## src/sv/deq_pkg.sv

```systemverilog
// ----------------------------------------------------------------------------
// deq_pkg
// Shared types and sizing constants for the double-ended queue unit.
// ----------------------------------------------------------------------------
package deq_pkg;

    localparam int DEPTH      = 64;
    localparam int DATA_WIDTH = 8;
    localparam int AW         = (DEPTH > 1) ? $clog2(DEPTH) : 1;
    localparam int CW         = $clog2(DEPTH + 1);

    typedef enum logic [2:0] {
        REQ_PUSH_FRONT = 3'd0,
        REQ_PUSH_BACK  = 3'd1,
        REQ_POP_FRONT  = 3'd2,
        REQ_POP_BACK   = 3'd3,
        REQ_READ_IDX   = 3'd4,
        REQ_WRITE_IDX  = 3'd5
    } t_req;

    typedef enum logic [1:0] {
        ST_OK    = 2'd0,
        ST_EMPTY = 2'd1,
        ST_FULL  = 2'd2,
        ST_RANGE = 2'd3
    } t_status;

    typedef struct packed {
        t_req        req_type;
        logic [7:0]  value;
        logic [5:0]  position;
    } t_in_word;

    typedef struct packed {
        logic [7:0]  data;
        t_status     status;
        logic [6:0]  count;
    } t_out_word;

endpackage

```

## src/sv/deq_ram.sv

```systemverilog
// ----------------------------------------------------------------------------
// deq_ram
// Single-port synchronous RAM with a registered read.
// ----------------------------------------------------------------------------
module deq_ram #(
    parameter int WIDTH = 8,
    parameter int DEPTH = 64
) (
    input  logic                                   i_clk,
    input  logic                                   i_we,
    input  logic                                   i_re,
    input  logic [((DEPTH > 1) ? $clog2(DEPTH) : 1)-1:0] i_addr,
    input  logic [WIDTH-1:0]                       i_wdata,
    output logic [WIDTH-1:0]                       o_rdata
);

    logic [WIDTH-1:0] r_mem [DEPTH];
    logic [WIDTH-1:0] r_rdata;

    always_ff @(posedge i_clk) begin
        if (i_we) begin
            r_mem[i_addr] <= i_wdata;
        end
        if (i_re) begin
            r_rdata <= r_mem[i_addr];
        end
    end

    assign o_rdata = r_rdata;

endmodule

```

## src/sv/double_ended_queue_unit.sv

```systemverilog
// ----------------------------------------------------------------------------
// double_ended_queue_unit
// Bounded double-ended byte queue kept in a ring buffer RAM.
// ----------------------------------------------------------------------------
// Usage:
// The request channel (i_valid, i_in, o_stall) carries one word per request:
// push front or back, pop front or back, or read or write at a position
// counted from the front. The result channel (o_valid, o_out, i_stall)
// returns exactly one word per request with the data, a status and the count
// held after the request. Refused requests leave the queue untouched.
// o_valid rises in the cycle after acceptance. A request is taken every cycle
// while o_stall is low; the single RAM port serves each request in its accept
// cycle and the read data is registered into the result stage. Head and count
// live in registers, so no two requests contend for the same entry out of
// order. Reset empties the queue (head and count to zero); RAM contents are
// not cleared and need no clearing pass. While the receiver holds i_stall
// with a result pending, o_stall is raised and the pending result holds steady.
// ----------------------------------------------------------------------------
module double_ended_queue_unit (
    input  logic               i_clk,
    input  logic               i_rst_n,
    input  logic               i_valid,
    input  deq_pkg::t_in_word  i_in,
    output logic               o_stall,
    output logic               o_valid,
    output deq_pkg::t_out_word o_out,
    input  logic               i_stall
);

    localparam int AW = deq_pkg::AW;
    localparam int CW = deq_pkg::CW;

    logic                          accept;
    logic [AW-1:0]                 r_head, n_head;
    logic [CW-1:0]                 r_fill, n_fill;
    logic                          r_vld;
    deq_pkg::t_status              r_status, n_status;
    logic                          r_is_rd, n_is_rd;
    logic                          mem_we, mem_re;
    logic [AW-1:0]                 offset, ring_addr, head_m1, mem_addr;
    logic [AW:0]                   ring_sum;
    logic [CW-1:0]                 fill_m1;
    logic                          is_full, is_empty, pos_bad;
    logic [deq_pkg::DATA_WIDTH-1:0] rd_data;

    assign accept  = i_valid & ~o_stall;
    assign o_stall = r_vld & i_stall;

    assign is_full  = (r_fill == CW'(deq_pkg::DEPTH));
    assign is_empty = (r_fill == '0);
    assign pos_bad  = ((CW+6)'(i_in.position) >= (CW+6)'(r_fill));
    assign fill_m1  = r_fill - CW'(1);
    assign head_m1  = (r_head == '0) ? AW'(deq_pkg::DEPTH - 1) : r_head - AW'(1);

    // Ring position of an offset from the head, wrapped once.
    assign ring_sum  = {1'b0, r_head} + {1'b0, offset};
    assign ring_addr = (ring_sum >= (AW+1)'(deq_pkg::DEPTH))
                       ? AW'(ring_sum - (AW+1)'(deq_pkg::DEPTH))
                       : AW'(ring_sum);

    always_comb begin
        n_head   = r_head;
        n_fill   = r_fill;
        n_status = deq_pkg::ST_OK;
        n_is_rd  = 1'b0;
        mem_we   = 1'b0;
        mem_re   = 1'b0;
        offset   = '0;
        mem_addr = ring_addr;
        unique case (i_in.req_type)
            deq_pkg::REQ_PUSH_FRONT: begin
                mem_addr = head_m1;
                if (is_full) begin
                    n_status = deq_pkg::ST_FULL;
                end else begin
                    mem_we = 1'b1;
                    n_head = head_m1;
                    n_fill = r_fill + CW'(1);
                end
            end
            deq_pkg::REQ_PUSH_BACK: begin
                offset = AW'(r_fill);
                if (is_full) begin
                    n_status = deq_pkg::ST_FULL;
                end else begin
                    mem_we = 1'b1;
                    n_fill = r_fill + CW'(1);
                end
            end
            deq_pkg::REQ_POP_FRONT: begin
                mem_addr = r_head;
                if (is_empty) begin
                    n_status = deq_pkg::ST_EMPTY;
                end else begin
                    mem_re  = 1'b1;
                    n_is_rd = 1'b1;
                    n_head  = (r_head == AW'(deq_pkg::DEPTH - 1)) ? '0 : r_head + AW'(1);
                    n_fill  = fill_m1;
                end
            end
            deq_pkg::REQ_POP_BACK: begin
                offset = AW'(fill_m1);
                if (is_empty) begin
                    n_status = deq_pkg::ST_EMPTY;
                end else begin
                    mem_re  = 1'b1;
                    n_is_rd = 1'b1;
                    n_fill  = fill_m1;
                end
            end
            deq_pkg::REQ_READ_IDX: begin
                offset = AW'(i_in.position);
                if (pos_bad) begin
                    n_status = deq_pkg::ST_RANGE;
                end else begin
                    mem_re  = 1'b1;
                    n_is_rd = 1'b1;
                end
            end
            deq_pkg::REQ_WRITE_IDX: begin
                offset = AW'(i_in.position);
                if (pos_bad) begin
                    n_status = deq_pkg::ST_RANGE;
                end else begin
                    mem_we = 1'b1;
                end
            end
            default: begin
            end
        endcase
    end

    deq_ram #(
        .WIDTH (deq_pkg::DATA_WIDTH),
        .DEPTH (deq_pkg::DEPTH)
    ) u_ram (
        .i_clk   (i_clk),
        .i_we    (accept & mem_we),
        .i_re    (accept & mem_re),
        .i_addr  (mem_addr),
        .i_wdata (i_in.value),
        .o_rdata (rd_data)
    );

    always_ff @(posedge i_clk) begin
        if (!i_rst_n) begin
            r_head <= '0;
            r_fill <= '0;
            r_vld  <= 1'b0;
        end else begin
            if (accept) begin
                r_head <= n_head;
                r_fill <= n_fill;
            end
            r_vld <= accept | (r_vld & i_stall);
        end
    end

    always_ff @(posedge i_clk) begin
        if (accept) begin
            r_status <= n_status;
            r_is_rd  <= n_is_rd;
        end
    end

    // The RAM read register only loads on accept, so it holds while stalled.
    assign o_valid      = r_vld;
    assign o_out.data   = r_is_rd ? rd_data : 8'd0;
    assign o_out.status = r_status;
    assign o_out.count  = 7'(r_fill);

endmodule

```

## config.mk

```make
export PLATFORM = sky130hd
export DESIGN_NAME = double_ended_queue_unit
export DESIGN_NICKNAME = d
export VERILOG_FILES = /design/src/sv/deq_pkg.sv /design/src/sv/deq_ram.sv /design/src/sv/double_ended_queue_unit.sv
export SDC_FILE = /design/constraint.sdc
export NUM_CORES = 1
export LEC_CHECK = 0
export BUFFER_PORTS_ARGS = -buffer_cell sky130_fd_sc_hd__buf_2
export CAP_MARGIN = 10
export CORE_MARGIN = 4
export CORE_UTILIZATION = 50
export DETAILED_ROUTE_END_ITERATION = 8
export PLACE_DENSITY = 0.65
export SLEW_MARGIN = 20
export SYNTH_ARGS = -nofsm -noshare
export SYNTH_HDL_FRONTEND = slang
export SYNTH_HIERARCHICAL = 1
export SYNTH_SLANG_ARGS = --single-unit
export TNS_END_PERCENT = 10
```

## constraint.sdc

```tcl
create_clock -name i_clk -period 10 [get_ports i_clk]
set_input_delay 2 -clock i_clk [delete_from_list [all_inputs] [get_ports i_clk]]
set_output_delay 2 -clock i_clk [all_outputs]
set_load 0.05 [all_outputs]
```

==> summary.md <==
| Metric | Value |
|---|---|
| Outcome | complete, no violations |
| Antenna cells | 0 |
| Metal-1 WL | 23.06 mm |
| Reg clk slew, reported paths | 0.06 ns |
| Area of the core | 44220 sq um |
| Tot Pwr | 5.156 mW |
| Crit-path max FO | 23 |
| Post-Syn Instances | 1423 |
| Vias | 13370 |
| Gpl congestion | 0.9234 |
| IO Port Bufs | 39 |
| Yosys top cell by area | edfxtp_1 |
| Drt total wl | 58.86 mm |
| First-pass GRT wire length | 87.42 mm |
| Post-layout min period | 6.895 ns |
| FMAX | 145.0 MHz |
| CTS H-Tree Depth | 2 |
| Design area | 24880 sq um |
| Post-CTS Setup Bufs | 0 |
| Main flop type after synthesis | edfxtp_1 |
| Vias in the first global route | 13240 |
| Max_slew headroom | 25.83% |
| Fin. Hold Viols | 0 |
| Vias per cell | 6.397 |
| DRC errors left | 0 |
| Setup_tns | 0 ns |
| Max_cap viols | 0 |
| Syn_nets | 1460 |
| Setup crit end kind | register |
| Clock tree sinks | 537 |
| Final setup viols | 0 |
| Layout area overhead | 11.04% |
| Global route total overflow | 0 |
| Yosys warnings | 6 |
| CTS max path bufs | 3 |
| DR iter-0 viols | 1885 |
| Final Cycle Share | 68.95% |
| WP data required | 10.22 ns |
| Initial core utilization | 50.68% |
| Post_cts resized | 0 |
| CTS Buf Count | 54 |
| Clock Skew | 0.02511 ns |
| Post-CTS Hold Fix Bufs | 0 |
| Tightest Pin Transition | 1.110 ns |
| Seq/Total Area, Yosys | 71.33% |
| Top cells by area, synth | edfxtp_1, mux4_2, mux2i_1 |
| Worst Min Path Start | r_fill[6] |
| Static Leakage | 8.039 nW |
| Worst Path Arrival | 7.12 ns |
| Hold Path Class | register to register |
| Peak VDD IR | 0.0001455 V |
| CTS Root Cell | clkbuf_16 |
| Syn Area/Cell | 15.75 sq um |
| Antenna violations before repair | 0 |
| PnR worst setup slack | 3.105 ns |
| Die X | 219.7 microns |
| RSZ-0062 raised after global routing | no |
| Met2 WL post-DR | 28.01 mm |
| Placed Area | 23150 sq um |
| Power Dens Cells | 207.2 nW/um^2 |
| Drt first pass iters | 5 |
| Routed Antenna Nets | 0 |
| EDFF count, synth | 523 |
| Gr usage total | 24.58% |
| Hpwl dp | 36.11 mm |
| Setup slack after placement | 2.570 ns |
| Boundary Pins | 40 |
| FF-to-FF Start | r_fill[1] |
| Hold WS | 0.6144 ns |
| WS Path Type | primary input to register |
| CP Launch Point | i_in[16] |
| TritonCTS clock tree | built |
| Die area | 48270 sq um |
| Yosys reg bits | 537 |
| DIE HEIGHT | 219.7 microns |
| CP startpoint kind | primary input |
| Standard-cell rows | 77 |
| Fraction of registers with async set/reset | 0% |
| Post-synth cell types | 78 |
| Largest net degree at the start of global routing | 70 |
| Highest Signal Layer | met4 |
| Clk_lat worst skew | 0.61 ns |
| Top cell type's share of synthesized area | 70.08% |
| Share of cells above drive strength 1 | 14.62% |
| Syn Std Cell Area | 22410 sq um |
| Avg WL per Cell | 28.16 microns |
| Met3 routed WL | 5.883 mm |
| Slew Limit Fails | 0 |
| Layout Nets | 1489 |
## power breakdown
part	switching (mW)	internal, mW	leakage, nW	total [mW]
clock	0.843	1.13	0.835	1.98
sequential	0.0121	2.49	4.82	2.50
combinational	0.449	0.234	2.39	0.683
## sequential cells by signal, indices dropped and copies added, names as in the netlist
name,cells
o_valid,1
r_fill,7
r_head,6
r_is_rd,1
r_status,2
u_ram/o_rdata,8
u_ram/r_mem,512
## worst paths after layout
check | to | slack, ns | cells past startpoint
max | u_ram/r_mem[55][3] | 3.10 | 12
min | r_fill[6] | 0.61 | 2
max reg2reg | u_ram/r_mem[55][3] | 4.37 | 10
min reg2reg | r_fill[6] | 0.61 | 2
## layout by cell type, fill, tap and decap left out, types with 9 or more instances in the layout
master     instances
mux2i_1           64
buf_2             39
a221oi_1          21
a31oi_1           17
inv_1             16
ha_1              15
and2_1            19
nor2_1           108
nand2b_1          30
a21oi_1           46
o21ai_1           10
clkbuf_16         57
mux4_2            41
and4_1             9
a221o_1           12
a21o_1             9
o22a_1            11
clkinv_1          10
o22ai_1           23
a211oi_1           9
edfxtp_1         523
xnor2_1           15
clkbuf_1          13
and3_1            13
nor2b_1            9
a22oi_1           43
dfxtp_1           14
clkinv_2          10
nand2_1           68
buf_4             26
a22o_1            10
o221ai_1           9
nand3b_1          15
nand3_1           15
o21ai_0           17
## synth_stat cells (9+ instances only)
master,number
edfxtp_1,523
nor2_1,109
nand2_1,68
mux2i_1,64
a21oi_1,48
a22oi_1,43
clkbuf_1,41
mux4_2,41
buf_2,35
nand2b_1,30
o22ai_1,23
a221oi_1,21
and2_1,19
a31oi_1,17
o21ai_0,17
inv_1,16
ha_1,15
nand3_1,15
nand3b_1,15
xnor2_1,15
dfxtp_1,14
and3_1,13
a221o_1,12
nor2b_1,11
o21ai_1,11
o22a_1,11
a22o_1,10
a211oi_1,9
a21o_1,9
and4_1,9
o221ai_1,9
## worst max-delay path: stages
cell and delay, ns:
buf_2 0.25, nor2b_1 0.47, nand2_1 0.11, o21ai_0 0.12, ha_1 0.25, inv_1 0.08
fa_1 0.50, a21oi_4 0.63, buf_4 0.48, and2_1 0.67, nand3_1 0.70, nor2_1 0.83
## through the flow
step | std cells | utilization, %
2_1_floorplan | 1423 | -
3_3_place_gp | 1988 | 52.34
3_5_place_dp | 1988 | 52.34
4_1_cts | 2090 | 56.27
5_1_grt | 2090 | 56.27
6_report | 2090 | 56.27
## cell type report
cell class	count	area [sq um]
multi-input combinational	775	5946
inverter	18	67.56
clock inverter	30	231.5
fill	3476	19340
tap	592	740.7
sequential	537	15990
clock buffer	72	1503
timing repair buffer	66	410.4
## routing by layer
layer	up-vias	track usage [%]
met5	-	0
met4	0	8.436
met3	122	4.812
met2	776	39.57
met1	6753	33.97
li1	5719	-
## logic make-up (layout without fill, tap and decap cells)
family,count (synthesis),after routing,synth area share [%]
and+or+nand+nor,336,336,7.895
xor gates and xnor gates,19,19,0.7426
adders and majority gates,16,16,0.9268
buffers and inverters,111,186,2.323
muxes,118,118,7.632
DFF,537,537,71.33
AOI/OAI and AO/OA,286,286,9.151
Note: power is estimated with default switching activity, not from simulation.
